## src/hw/rtl/hmm_sfs_pkg.sv

```systemverilog
// shared types and constants of the hmm scaled forward step block
package hmm_sfs_pkg;

    // fixed field widths
    localparam int PROB_W         = 17;
    localparam int PROB_FRAC_BITS = 16;
    localparam int ROW_W          = 4;
    localparam int COL_W          = 3;
    localparam int SYM_W          = 4;
    localparam int STIDX_W        = 3;
    localparam int SCALE_W        = 32;
    localparam int ACT_W          = 4;
    localparam int OP_W           = 2;

    // defaults for the top level parameters
    localparam int DEF_MAX_STATES  = 8;
    localparam int DEF_MAX_SYMBOLS = 16;

    // active state count after reset
    localparam logic [ACT_W-1:0] ACT_RESET = 4'd8;

    // item kinds
    typedef enum logic [OP_W-1:0] {
        OP_LOAD_TRANS = 2'd0,
        OP_LOAD_EMIS  = 2'd1,
        OP_LOAD_INIT  = 2'd2,
        OP_OBSERVE    = 2'd3
    } op_t;

    // commands from the controller to the datapath
    typedef struct packed {
        logic mac_issue;
        logic row_first;
        logic pe_read;
        logic pmul;
        logic zmul;
        logic w_store;
        logic scale_clear;
        logic div_scale;
        logic div_alpha;
        logic scale_latch;
        logic alpha_latch;
        logic out_load;
        logic out_last;
    } dp_cmd_t;

    // status from the datapath to the controller
    typedef struct packed {
        logic div_done;
        logic sum_zero;
    } dp_status_t;

endpackage

```

## src/hw/rtl/hmm_sfs_ctrl.sv

```systemverilog
// controller: sequences loads, mac rows, scale, normalization and result beats
module hmm_sfs_ctrl #(
    parameter int MAX_STATES = 8,
    localparam int SW = $clog2(MAX_STATES),
    localparam int NW = $clog2(MAX_STATES + 1)
) (
    input  logic                         aclk,
    input  logic                         aresetn,
    input  logic                         cfg_we,
    input  logic [hmm_sfs_pkg::ACT_W-1:0] cfg_wdata,
    input  logic                         s_tvalid,
    output logic                         s_tready,
    input  hmm_sfs_pkg::op_t             in_op,
    input  logic                         in_start,
    input  logic                         m_tready,
    output logic                         m_tvalid,
    output hmm_sfs_pkg::dp_cmd_t         cmd,
    input  hmm_sfs_pkg::dp_status_t      status,
    output logic [SW-1:0]                idx_i,
    output logic [SW-1:0]                idx_j,
    output logic [NW-1:0]                n_act
);
    import hmm_sfs_pkg::*;

    typedef enum logic [12:0] {
        ST_IDLE       = 13'b0000000000001,
        ST_ISSUE      = 13'b0000000000010,
        ST_DRAIN1     = 13'b0000000000100,
        ST_DRAIN2     = 13'b0000000001000,
        ST_ZMUL       = 13'b0000000010000,
        ST_PREAD      = 13'b0000000100000,
        ST_PMUL       = 13'b0000001000000,
        ST_WSTORE     = 13'b0000010000000,
        ST_SCALE      = 13'b0000100000000,
        ST_SCALE_WAIT = 13'b0001000000000,
        ST_DIV        = 13'b0010000000000,
        ST_DIV_WAIT   = 13'b0100000000000,
        ST_OUT        = 13'b1000000000000
    } state_t;

    state_t           state_reg, state_next;
    logic [SW-1:0]    i_reg, i_next, j_reg, j_next;
    logic             start_reg, start_next;
    logic             m_valid_reg, m_valid_next;
    logic [ACT_W-1:0] act_reg;
    logic             last_i, last_j, in_accept, out_free;

    // active state register
    always_ff @(posedge aclk) begin
        if (!aresetn) begin
            act_reg <= ACT_RESET;
        end else if (cfg_we) begin
            act_reg <= cfg_wdata;
        end
    end

    // clamped state count
    always_comb begin
        if (act_reg == '0) begin
            n_act = NW'(1);
        end else if (32'(act_reg) > MAX_STATES) begin
            n_act = NW'(MAX_STATES);
        end else begin
            n_act = NW'(act_reg);
        end
    end

    always_comb begin
        last_i    = (NW'(i_reg) + NW'(1)) == n_act;
        last_j    = (NW'(j_reg) + NW'(1)) == n_act;
        in_accept = s_tvalid && s_tready;
        out_free  = !m_valid_reg || m_tready;
    end

    // next state and commands
    always_comb begin
        state_next   = state_reg;
        i_next       = i_reg;
        j_next       = j_reg;
        start_next   = start_reg;
        cmd          = '0;
        unique case (state_reg)
            ST_IDLE: begin
                if (in_accept && (in_op == OP_OBSERVE)) begin
                    i_next     = '0;
                    j_next     = '0;
                    start_next = in_start;
                    state_next = in_start ? ST_PREAD : ST_ISSUE;
                end
            end
            ST_ISSUE: begin
                cmd.mac_issue = 1'b1;
                cmd.row_first = (j_reg == '0);
                j_next        = j_reg + SW'(1);
                if (last_j) begin
                    state_next = ST_DRAIN1;
                end
            end
            ST_DRAIN1: state_next = ST_DRAIN2;
            ST_DRAIN2: state_next = ST_ZMUL;
            ST_ZMUL: begin
                cmd.zmul   = 1'b1;
                state_next = ST_WSTORE;
            end
            ST_PREAD: begin
                cmd.pe_read = 1'b1;
                state_next  = ST_PMUL;
            end
            ST_PMUL: begin
                cmd.pmul   = 1'b1;
                state_next = ST_WSTORE;
            end
            ST_WSTORE: begin
                cmd.w_store = 1'b1;
                if (last_i) begin
                    state_next = ST_SCALE;
                end else begin
                    i_next     = i_reg + SW'(1);
                    j_next     = '0;
                    state_next = start_reg ? ST_PREAD : ST_ISSUE;
                end
            end
            ST_SCALE: begin
                cmd.scale_clear = 1'b1;
                i_next          = '0;
                if (status.sum_zero) begin
                    state_next = ST_DIV;
                end else begin
                    cmd.div_scale = 1'b1;
                    state_next    = ST_SCALE_WAIT;
                end
            end
            ST_SCALE_WAIT: begin
                if (status.div_done) begin
                    cmd.scale_latch = 1'b1;
                    state_next      = ST_DIV;
                end
            end
            ST_DIV: begin
                if (status.sum_zero) begin
                    cmd.alpha_latch = 1'b1;
                    state_next      = ST_OUT;
                end else begin
                    cmd.div_alpha = 1'b1;
                    state_next    = ST_DIV_WAIT;
                end
            end
            ST_DIV_WAIT: begin
                if (status.div_done) begin
                    cmd.alpha_latch = 1'b1;
                    state_next      = ST_OUT;
                end
            end
            ST_OUT: begin
                if (out_free) begin
                    cmd.out_load = 1'b1;
                    cmd.out_last = last_i;
                    if (last_i) begin
                        state_next = ST_IDLE;
                    end else begin
                        i_next     = i_reg + SW'(1);
                        state_next = ST_DIV;
                    end
                end
            end
            default: state_next = ST_IDLE;
        endcase
    end

    // result beat valid
    always_comb begin
        if (cmd.out_load) begin
            m_valid_next = 1'b1;
        end else if (m_tready) begin
            m_valid_next = 1'b0;
        end else begin
            m_valid_next = m_valid_reg;
        end
    end

    always_ff @(posedge aclk) begin
        if (!aresetn) begin
            state_reg   <= ST_IDLE;
            i_reg       <= '0;
            j_reg       <= '0;
            start_reg   <= 1'b0;
            m_valid_reg <= 1'b0;
        end else begin
            state_reg   <= state_next;
            i_reg       <= i_next;
            j_reg       <= j_next;
            start_reg   <= start_next;
            m_valid_reg <= m_valid_next;
        end
    end

    assign s_tready = (state_reg == ST_IDLE);
    assign m_tvalid = m_valid_reg;
    assign idx_i    = i_reg;
    assign idx_j    = j_reg;

    a_div_done_waiting: assert property (@(posedge aclk) disable iff (!aresetn)
        status.div_done |-> (state_reg == ST_SCALE_WAIT) || (state_reg == ST_DIV_WAIT))
        else $error("division finished outside a wait state");

    a_load_when_free: assert property (@(posedge aclk) disable iff (!aresetn)
        cmd.out_load |-> !m_valid_reg || m_tready)
        else $error("result register overwritten before its beat was taken");

    a_last_to_idle: assert property (@(posedge aclk) disable iff (!aresetn)
        (cmd.out_load && cmd.out_last) |=> (state_reg == ST_IDLE) && m_valid_reg)
        else $error("last result beat not followed by idle");

endmodule

```

## config.mk

```make
export PLATFORM = sky130hd
export DESIGN_NAME = hmm_sfs_ctrl
export DESIGN_NICKNAME = d
export VERILOG_FILES = /design/src/hw/rtl/hmm_sfs_pkg.sv /design/src/hw/rtl/hmm_sfs_ctrl.sv
export SDC_FILE = /design/constraint.sdc
export NUM_CORES = 1
export LEC_CHECK = 0
export ABC_CLOCK_PERIOD_IN_PS = 2300
export BUFFER_PORTS_ARGS = -buffer_cell sky130_fd_sc_hd__buf_2
export CAP_MARGIN = 20
export CELL_PAD_IN_SITES_DETAIL_PLACEMENT = 1
export CELL_PAD_IN_SITES_GLOBAL_PLACEMENT = 1
export CORE_MARGIN = 2
export CORE_UTILIZATION = 35
export CTS_CLUSTER_DIAMETER = 100
export CTS_CLUSTER_SIZE = 10
export DETAILED_ROUTE_END_ITERATION = 10
export GPL_TIMING_DRIVEN = 0
export PLACE_DENSITY_LB_ADDON = 0.1
export SETUP_SLACK_MARGIN = 0.05
export SLEW_MARGIN = 20
export SYNTH_ARGS = -nofsm -noshare
export SYNTH_HDL_FRONTEND = slang
export SYNTH_SLANG_ARGS = --single-unit
```

## constraint.sdc

```tcl
create_clock -name aclk -period 2.3 [get_ports aclk]
set_clock_uncertainty 0.05 [all_clocks]
set_input_delay 0.46 -clock aclk [delete_from_list [all_inputs] [get_ports aclk]]
set_output_delay 0.46 -clock aclk [all_outputs]
set_load 0.01 [all_outputs]
```

==> metrics.yaml, run 1 <==
clocking:
  cts_tree: "yes"
  clk_latency_ns: 0.27
  cts_sinks: 25
  cts_buffers: 3
  path_clk_slew_ns: 0.10
  cts-hold-fix-buffers: 0
  cts_buffer_depth: 2
  cts_max_level: 1
  root_buffer: "clkbuf_8"
setup_path:
  crit_path_start_kind: "flip-flop"
  crit_family: "simple AND/OR/NAND/NOR gates"
  crit_fanout: 3
  crit_path_end_kind: "output port"
  path_cells: "or4_4 -> or3_4 -> nor4_4 -> buf_4 -> and3b_1 -> buf_2"
  worstPathArrival_ns: 2.28
  required_ns: 1.79
  slowest_stage: "or4_4"
  crit_type: "flip-flop to output port"
  cp_num_buf_inv: 2
  critPathMaxStageDelay_ns: 0.54
floorplanning:
  initial_core_util_pct: 37.0
  pin_count: 39
  num_rows: 25
  fp.dieW_um: 75.1
  die_h_um: 75.1
  die_area_mm2: 0.00564
  coreArea_mm2: 0.00479
detailed_routing:
  drtIter0Drc: 83
  ant_nets: 0
  num_vias: 2070
  drt_wl_total_um: 7160
  drc: 0
  routedWlPerCell_um: 19.4
  firstDrtPassIters: 4
  via_per_inst: 5.61
grt:
  track_usage_pct: 23.3
  use_met1_pct: 28.7
  grt_overflow: 0
  gr-usage-met3_pct: 2.41
  antenna_found_initial: 0
  met2_usage_pct: 42.2
  grt_max_degree: 14
  grt_pass1_vias: 2018
  grt_pass1_wl_um: 9980
  grt.busiest_layer: "met2"
logic_synthesis:
  synthArstFlopShare_pct: 0
  synth_seq_cells: 25
  avgSynthCellArea_um2: 7.76
  synth_area_leaders: "dfxtp_1, nor2_1, nor4_1"
  synth_area_mm2: 0.00177
  synth_nets: 245
  ys_warn_count: 0
  synthCells: 228
  synthTopCellsByCount: "nor2_1, dfxtp_1, nand2_1, a21oi_1"
  synth_top_area_cell: "dfxtp_1"
  yosysUniqueCellTypes: 54
  synthFlopType: "dfxtp_1"
  synth_edf_count: 0
  synth_most_common_cell: "nor2_1"
  synth_top_area_share_pct: 28.3
  ys_seq_area_share_pct: 28.3
finish:
  diodes: 0
  final_nets: 320
  final_cell_area_mm2: 0.00277
  layout-drive-gt1-share_pct: 50.3
  largest_reg_flops: 13
  area_delta_synth_final_pct: 56.6
status:
  outcome: "complete, but fails checks"
  violations: "negative setup slack"
power:
  power.switching_w: 0.000982
  p_clk_share_pct: 11.0
  irDropWorstVdd_mv: 0.435
  internal-power_w: 0.00146
  pwr-share-seq_pct: 21.6
  leakage_nw: 1.16
  p_per_area_mw_per_mm2: 881
  swShare_pct: 40.2
  p_comb_share_pct: 67.4
sta:
  setup_ws_ns: -0.488
  fin_crit_ns: 2.79
  relSlewSlack_pct: 60.6
  finalSetupViolCount: 27
  slew_violations: 0
  worst_pin_slew_ns: 0.590
  fmaxAchievable_ghz: 0.359
  rsz0062_at_grt: "yes"
  finalCritPeriodShare_pct: 121
  hold_viol: 0
job:
  maxCapViolCount: 0
placement:
  place_ws_ns: -0.430
  dpl_cell_area_mm2: 0.00206
  dpl.hpwl_um: 3890
  portBuffers: 37
  place_congestion: 0.785
min_path:
  min_path_type: "input pin to flip-flop"
## cells by family (layout without fill, tap and decap cells)
| kind of cell | count (synthesis) | after routing | synth area share (%) |
|---|---|---|---|
| buffers and inverters | 24 | 98 | 5.87 |
| XOR/XNOR | 8 | 8 | 3.96 |
| adder cells (fa/ha/maj) | 3 | 3 | 2.12 |
| AND/OR/NAND/NOR | 115 | 115 | 36.2 |
| flip-flops | 25 | 25 | 28.3 |
| multiplexers | 8 | 8 | 4.60 |
| AO/OA/AOI/OAI | 45 | 45 | 19.0 |
## cell type report
type	count	area [µm²]
inverters	8	32.5
fillers	577	2010
plain buffers	8	45.0
repair buffers	78	562
flip-flops and latches	25	527
well taps	67	83.8
clock buffers	4	45.0
multi-input cells	179	1480
## metrics by stage
stage          power [W]  setup TNS [ns]  utilization (%)  std cells  hold slack, ns
6_report         0.00244           -6.87             57.9        369           0.360
5_1_grt          0.00254           -8.59             57.9        369           0.363
4_1_cts          0.00199           -5.95             52.7        360           0.359
3_5_place_dp     0.00129           -7.62             43.1        332           0.445
3_3_place_gp     0.00128           -7.28             43.1        332           0.433
2_1_floorplan    0.00110          -0.186                -        228           0.415
## tightest hold or removal path: stages
cell and delay, ns:
buf_2 0.08, mux2i_1 0.06, nand2_1 0.06
## power groups by stage
| stage | combinational, W | sequential (W) | clock (W) |
|---|---|---|---|
| 4_1_cts | 0.00120 | 0.000520 | 0.000274 |
| 5_1_grt | 0.00171 | 0.000531 | 0.000299 |
| 6_report | 0.00164 | 0.000528 | 0.000269 |
| 3_3_place_gp | 0.000771 | 0.000512 | 0 |
| 2_1_floorplan | 0.000601 | 0.000504 | 0 |
| 3_5_place_dp | 0.000776 | 0.000513 | 0 |
## final timing paths
check                             startpoint  slack [ns]  cells after the start            to
worst max-delay path            state_reg[7]       -0.49                      6       cmd[11]
worst min-delay path            cfg_wdata[3]        0.36                      3    act_reg[3]
worst max register to register  state_reg[7]       -0.42                      9  state_reg[0]
worst min register to register      m_tvalid        0.45                      2      m_tvalid
## cell usage in the layout (no fill, tap or decap), types with 3 or more instances in the layout
cell,count
buf_4,32
buf_2,32
nor2_1,23
buf_6,15
dfxtp_1,14
nand2_1,12
a21oi_1,12
nor2b_1,9
inv_1,7
mux2i_1,7
clkbuf_1,6
o21ai_0,6
dfxtp_2,6
nand3_1,5
dfxtp_4,5
nor2_2,4
nor4_4,4
nor3_2,4
nand2b_1,4
nor4_2,4
clkbuf_8,4
xnor2_1,4
nor4_1,4
nor2_4,3
nand4b_1,3
xor2_1,3
o21ai_2,3
nand3b_1,3
nand4_1,3
a31oi_1,3
nor3_1,3
## per-layer routing
metal	wire length [µm]	share of wire (%)
met3	216	3.0
met5	0	0
met1	2990	42
met4	219	3.1
met2	3730	52
## timing repair
item / in CTS / in global routing
setup buffers: 29 / 12
gates cloned: 0 / 0
pin swaps: 13 / 20
gates resized for setup: 54 / 40
endpoints found under the setup margin: 33 / 32
No activity file was read; power rests on OpenSTA's default activity.
==> run 2: changes to the inputs <==
--- a/config.mk
+++ b/config.mk
@@ -5,13 +5,14 @@
 export SDC_FILE = /design/constraint.sdc
 export NUM_CORES = 1
 export LEC_CHECK = 0
+export ABC_AREA = 1
 export ABC_CLOCK_PERIOD_IN_PS = 2300
 export BUFFER_PORTS_ARGS = -buffer_cell sky130_fd_sc_hd__buf_2
 export CAP_MARGIN = 20
 export CELL_PAD_IN_SITES_DETAIL_PLACEMENT = 1
 export CELL_PAD_IN_SITES_GLOBAL_PLACEMENT = 1
 export CORE_MARGIN = 2
-export CORE_UTILIZATION = 35
+export CORE_UTILIZATION = 34
 export CTS_CLUSTER_DIAMETER = 100
 export CTS_CLUSTER_SIZE = 10
 export DETAILED_ROUTE_END_ITERATION = 10
==> run 2 against run 1 <==
Compared with the run above:
- the run now ends clean
- hold slack worse by 0.0076 ns
- critical path depth is 2 higher
- synthesized cell count is 21% higher
- core utilization is 15 points lower
- final cell count is 5.7% higher
- worst setup slack better by 0.60 ns
- wire length is 29% lower
- power is 23% lower
- global-route usage is 5.5 points lower
- clock-buffer cell count is 1 lower
- critical path type unchanged
- largest power group unchanged
==> metrics.yaml, run 2 <==
status:
  outcome: "complete, no violations"
placement:
  place_congestion: 0.776
  dpl_cell_area_mm2: 0.00209
  dpl.hpwl_um: 4080
  placedCellCount: 383
  portBuffers: 38
  place_ws_ns: 0.236
sta:
  hold_viol: 0
  fin_crit_ns: 2.19
  fmaxAchievable_ghz: 0.457
  finalCritPeriodShare_pct: 95.1
  worst_pin_slew_ns: 0.633
  finalSetupTns_ns: 0
  setup_ws_ns: 0.112
  rsz0062_at_grt: "yes"
  finalSetupViolCount: 0
  relSlewSlack_pct: 57.8
  slew_violations: 0
finish:
  area_delta_synth_final_pct: 22.1
  layout-drive-gt1-share_pct: 31.6
  multi_input_area_mm2: 0.00116
  diodes: 0
  final_cell_mix: "nand2_1, inv_1, buf_2, nor2_1, nand3_1"
  final_cell_area_mm2: 0.00221
  n_fill_cell: 703
  largest_reg_flops: 13
  final_nets: 338
  final_common_cell: "nand2_1"
  seqCellArea_um2: 507
  final_cells: 390
power:
  pwr-share-seq_pct: 30.0
  total_power_w: 0.00187
  p_comb_share_pct: 55.1
  irDropWorstVdd_mv: 0.263
  internal-power_w: 0.000988
  swShare_pct: 47.2
  p_per_area_mw_per_mm2: 847
  leakage_nw: 1.12
  p_clk_share_pct: 14.9
  power.switching_w: 0.000885
logic_synthesis:
  synth_seq_cells: 25
  avgSynthCellArea_um2: 6.58
  synth_edf_count: 0
  synthCells: 275
  yosysUniqueCellTypes: 36
  synthArstFlopShare_pct: 0
  ys_seq_area_share_pct: 27.6
  synthFlopType: "dfxtp_1"
  synthTopCellsByCount: "nand2_1, inv_1, nor2_1, dfxtp_1, nand3_1"
  synth_area_mm2: 0.00181
  synth_most_common_cell: "nand2_1"
  ys_warn_count: 0
  synth_top_area_share_pct: 27.6
  synth_nets: 292
  synth_area_leaders: "dfxtp_1, nand2_1, inv_1"
  synth_top_area_cell: "dfxtp_1"
min_path:
  min_path_type: "input pin to flip-flop"
detailed_routing:
  drc: 0
  routedWlPerCell_um: 13.0
  firstDrtPassIters: 4
  via_per_inst: 4.75
  num_vias: 1852
  ant_nets: 0
  drt_wl_total_um: 5060
  drtIter0Drc: 55
floorplanning:
  die_area_mm2: 0.00592
  num_rows: 26
  initial_core_util_pct: 35.4
  die_h_um: 77.0
  pin_count: 39
  coreArea_mm2: 0.00511
  fp.dieW_um: 77.0
clocking:
  cts-hold-fix-buffers: 0
  clk_latency_ns: 0.28
  cts_tree: "yes"
  cts_max_level: 1
  root_buffer: "clkbuf_8"
  cts_sinks: 25
  path_clk_slew_ns: 0.10
  cts_buffer_depth: 2
  cts_buffers: 3
grt:
  grt_overflow: 0
  antenna_found_initial: 0
  grt_pass1_wl_um: 8610
  track_usage_pct: 17.8
  grt_pass1_vias: 1813
  grt_max_degree: 15
setup_path:
  crit_path_end_kind: "output port"
  crit_fanout: 6
  crit_path_start_kind: "flip-flop"
  critPathMaxStageDelay_ns: 0.36
  slowest_stage: "dfxtp_2"
  worstPathArrival_ns: 1.68
  required_ns: 1.79
  cp_common_cell: "nand2_1"
  crit_type: "flip-flop to output port"
  path_cells: "ha_1 -> xor2_1 -> nand2_1 -> nand2_1 -> nor2_4 -> nand2_2 -> nor3_1 -> buf_2"
job:
  maxCapViolCount: 0
run 2: final cells by class:
cell class | instances | area share (%)
tap | 70 | 3.96
sequential | 25 | 22.9
clock inverter | 1 | 0.226
multi-input combinational | 198 | 52.3
clock buffer | 3 | 1.87
inverter | 48 | 8.21
buffer | 4 | 0.849
timing repair buffer | 41 | 9.62
run 2: kinds of logic (layout without fill, tap and decap cells):
logic type	after synthesis	after routing	synth area share, %
xor+xnor	3	3	1.45
flops	25	25	27.6
compound gates	30	30	9.54
fa+ha+maj	3	3	2.07
buf+inv	52	97	11.1
simple gates	162	162	48.2
run 2: through the flow:
| step | hold slack [ns] | utilization [%] |
|---|---|---|
| detailed placement | 0.424 | 40.9 |
| global placement | 0.411 | 40.9 |
| CTS | 0.349 | 42.1 |
| floorplan | 0.395 | - |
| global route | 0.352 | 43.3 |
| finish | 0.353 | 43.3 |
run 2: per-layer routing:
metal	global-route usage (%)	vias to the layer above	wire [µm]
met4	4.82	0	48
li1	-	961	-
met2	28.2	25	2310
met1	25.7	862	2610
met5	0	-	0
met3	1.88	4	98
run 2: what timing repair did:
item | in CTS | in global routing
resized for setup | 4 | 12
pin swaps | 0 | 3
endpoints found under the setup margin | 2 | 4
setup buffers | 0 | 3
run 2: path summary, 6_finish.rpt:
kind | startpoint | end | slack, ns | cells after the start
setup / recovery | idx_i[0] | cmd[0] | 0.11 | 8
hold / removal | cfg_wdata[3] | act_reg[3] | 0.35 | 3
setup reg to reg | idx_j[0] | state_reg[0] | 0.23 | 12
hold reg to reg | start_reg | start_reg | 0.43 | 2
run 2: worst max-delay path: cells and delay by family, from the launching register on:
family	cells	cell delay (ns)
AND/OR/NAND/NOR	5	0.48
flip-flops	1	0.36
adder cells (fa/ha/maj)	1	0.23
XOR/XNOR	1	0.17
buffers and inverters	1	0.16
run 2: power by group through the flow:
stage	registers [W]	logic, W	clock network [W]
final	0.000561	0.00103	0.000280
after global placement	0.000564	0.00100	0
after global routing	0.000572	0.00116	0.000321
after detailed placement	0.000566	0.00101	0
after CTS	0.000557	0.00102	0.000292
after floorplan	0.000563	0.000769	0
==> run 3: changes to the inputs <==
--- a/config.mk
+++ b/config.mk
@@ -7,15 +7,14 @@
 export LEC_CHECK = 0
 export ABC_AREA = 1
 export ABC_CLOCK_PERIOD_IN_PS = 2300
-export BUFFER_PORTS_ARGS = -buffer_cell sky130_fd_sc_hd__buf_2
-export CAP_MARGIN = 20
 export CELL_PAD_IN_SITES_DETAIL_PLACEMENT = 1
 export CELL_PAD_IN_SITES_GLOBAL_PLACEMENT = 1
 export CORE_MARGIN = 2
-export CORE_UTILIZATION = 34
+export CORE_UTILIZATION = 40
 export CTS_CLUSTER_DIAMETER = 100
 export CTS_CLUSTER_SIZE = 10
 export DETAILED_ROUTE_END_ITERATION = 10
+export DONT_BUFFER_PORTS = 1
 export GPL_TIMING_DRIVEN = 0
 export PLACE_DENSITY_LB_ADDON = 0.1
 export SETUP_SLACK_MARGIN = 0.05
==> run 3 against run 2 <==
Compared with the run above:
- hold slack got worse by 0.11 ns
- register-to-register slack improved by 0.07 ns
- highest routed layer unchanged
- sequential power increased by 2%
- sequential share of layout area increased by 2.9 points
- first-iteration DRC count decreased by 36%
- power decreased by 3.8%
- critical path type unchanged
- global-route usage increased by 1.8 points
==> metrics.yaml, run 3 (same netlist as run 2, synthesis figures left out) <==
placement:
  placedCellCount: 327
  dpl.hpwl_um: 3810
  portBuffers: 0
  place_congestion: 0.791
floorplanning:
  die_area_mm2: 0.00508
  pin_count: 39
  coreArea_mm2: 0.00435
  initial_core_util_pct: 41.6
  fp.dieW_um: 71.3
  die_h_um: 71.3
  num_rows: 24
clocking:
  cts_sinks: 25
  cts_buffer_depth: 2
  cts_tree: "yes"
  path_clk_slew_ns: 0.09
  cts_max_level: 1
  cts-hold-fix-buffers: 0
  root_buffer: "clkbuf_8"
  cts_buffers: 3
  clk_latency_ns: 0.28
min_path:
  min_to: "act_reg[3]"
  holdPathStages: 1
  min_path_type: "input pin to flip-flop"
  hp-start: "cfg_we"
setup_path:
  crit_type: "flip-flop to output port"
  crit_path_start_kind: "flip-flop"
  crit_fanout: 6
  crit_path_end_kind: "output port"
  slowest_stage: "dfxtp_2"
  cp_common_cell: "nand2_1"
  critPathMaxStageDelay_ns: 0.37
  path_cells: "ha_1 -> xor2_1 -> nand2_1 -> nand2_1 -> nor2_2 -> nand2_2 -> nor3_4"
  worstReg2RegEnd: "state_reg[0]"
  required_ns: 1.79
  r2r-start: "idx_j[0]"
  reg2reg_depth: 10
  worstPathArrival_ns: 1.64
  r2r_setup_slack_ns: 0.30
grt:
  grt_pass1_vias: 1716
  antenna_found_initial: 0
  grt_pass1_wl_um: 7910
  grt_overflow: 0
  track_usage_pct: 19.6
  grt_max_degree: 14
finish:
  final_nets: 297
  final_common_cell: "nand2_1"
  largest_reg_flops: 13
  layout-drive-gt1-share_pct: 19.4
  n_fill_cell: 591
  final_cells: 331
  diodes: 0
  area_delta_synth_final_pct: 7.67
  final_cell_mix: "nand2_1, inv_1, nor2_1, nand3_1, dfxtp_1"
detailed_routing:
  drtIter0Drc: 35
  num_vias: 1713
  ant_nets: 0
  drt_wl_total_um: 4660
  via_per_inst: 5.18
  routedWlPerCell_um: 14.1
  firstDrtPassIters: 4
  drc: 0
sta:
  fmaxAchievable_ghz: 0.466
  fin_crit_ns: 2.15
  slew_violations: 0
  finalCritPeriodShare_pct: 93.4
  fin_hold_ws_ns: 0.243
  relSlewSlack_pct: 60.2
  worst_pin_slew_ns: 0.597
  finalSetupTns_ns: 0
  rsz0062_at_grt: "yes"
  hold_viol: 0
  finalSetupViolCount: 0
power:
  leakage_nw: 0.916
  irDropWorstVdd_mv: 0.473
  p_per_area_mw_per_mm2: 924
job:
  maxCapViolCount: 0
status:
  outcome: "complete, no violations"
==> run 3: changes by cell type in the layout (fill, tap and decap cells not counted), moves of 2 or more <==
cell	previous run	this run
buf_4	4	1
nand2_2	11	9
buf_2	38	0
nand2_1	53	55
==> run 3: routing by layer <==
| layer | part of all wire, % | GRT usage [%] |
|---|---|---|
| met4 | 1.3 | 5.66 |
| met2 | 46 | 31.1 |
| met3 | 4.2 | 3.80 |
| met1 | 48 | 27.2 |
| met5 | 0 | 0 |
==> run 3: stage by stage <==
step	setup WS [ns]	power [W]	area, µm²	util [%]
finish	0.152	0.00180	1950	44.8
floorplan	0.442	0.00133	1810	-
detailed placement	0.167	0.00152	1880	43.1
CTS	0.0674	0.00181	1940	44.5
global placement	0.197	0.00151	1880	43.1
global route	0.0289	0.00196	1950	44.8
==> run 3: layout make-up <==
class                      instances  area (µm²)  share of cell area (%)
clock buffer                       4        45.0                    2.31
inverter                          48         181                    9.31
sequential                        25         503                    25.8
buffer                             4        18.8                   0.963
tap                               52        65.1                    3.34
multi-input combinational        198        1140                    58.3
==> run 3: worst max-delay path by stage <==
stage | from | to | slack, ns | cells after the start
floorplan | idx_i[0] | cmd[0] | 0.44 | 7
global placement | idx_i[0] | cmd[0] | 0.20 | 7
detailed placement | idx_i[0] | cmd[0] | 0.17 | 7
CTS | idx_i[0] | cmd[0] | 0.07 | 7
global route | act_reg[1] | cmd[0] | 0.03 | 7
finish | idx_i[0] | cmd[0] | 0.15 | 7
==> run 3: power breakdown <==
| group | internal (W) | total [W] | switching [W] |
|---|---|---|---|
| combinational | 0.000322 | 0.000950 | 0.000628 |
| clock | 0.000124 | 0.000278 | 0.000153 |
| sequential | 0.000492 | 0.000574 | 0.0000821 |
==> run 3: worst max-delay path, delay by kind of cell (launching register included) <==
kind / cells / cell delay (ns)
xor+xnor: 1 / 0.17
flops: 1 / 0.37
fa+ha+maj: 1 / 0.24
simple gates: 5 / 0.59
==> run 3: what timing repair did <==
item                                    in CTS  in global routing
endpoints found under the setup margin       1                  2
buffers inserted                             0                  0
pin swaps                                    0                  0
resized for setup                            5                  3
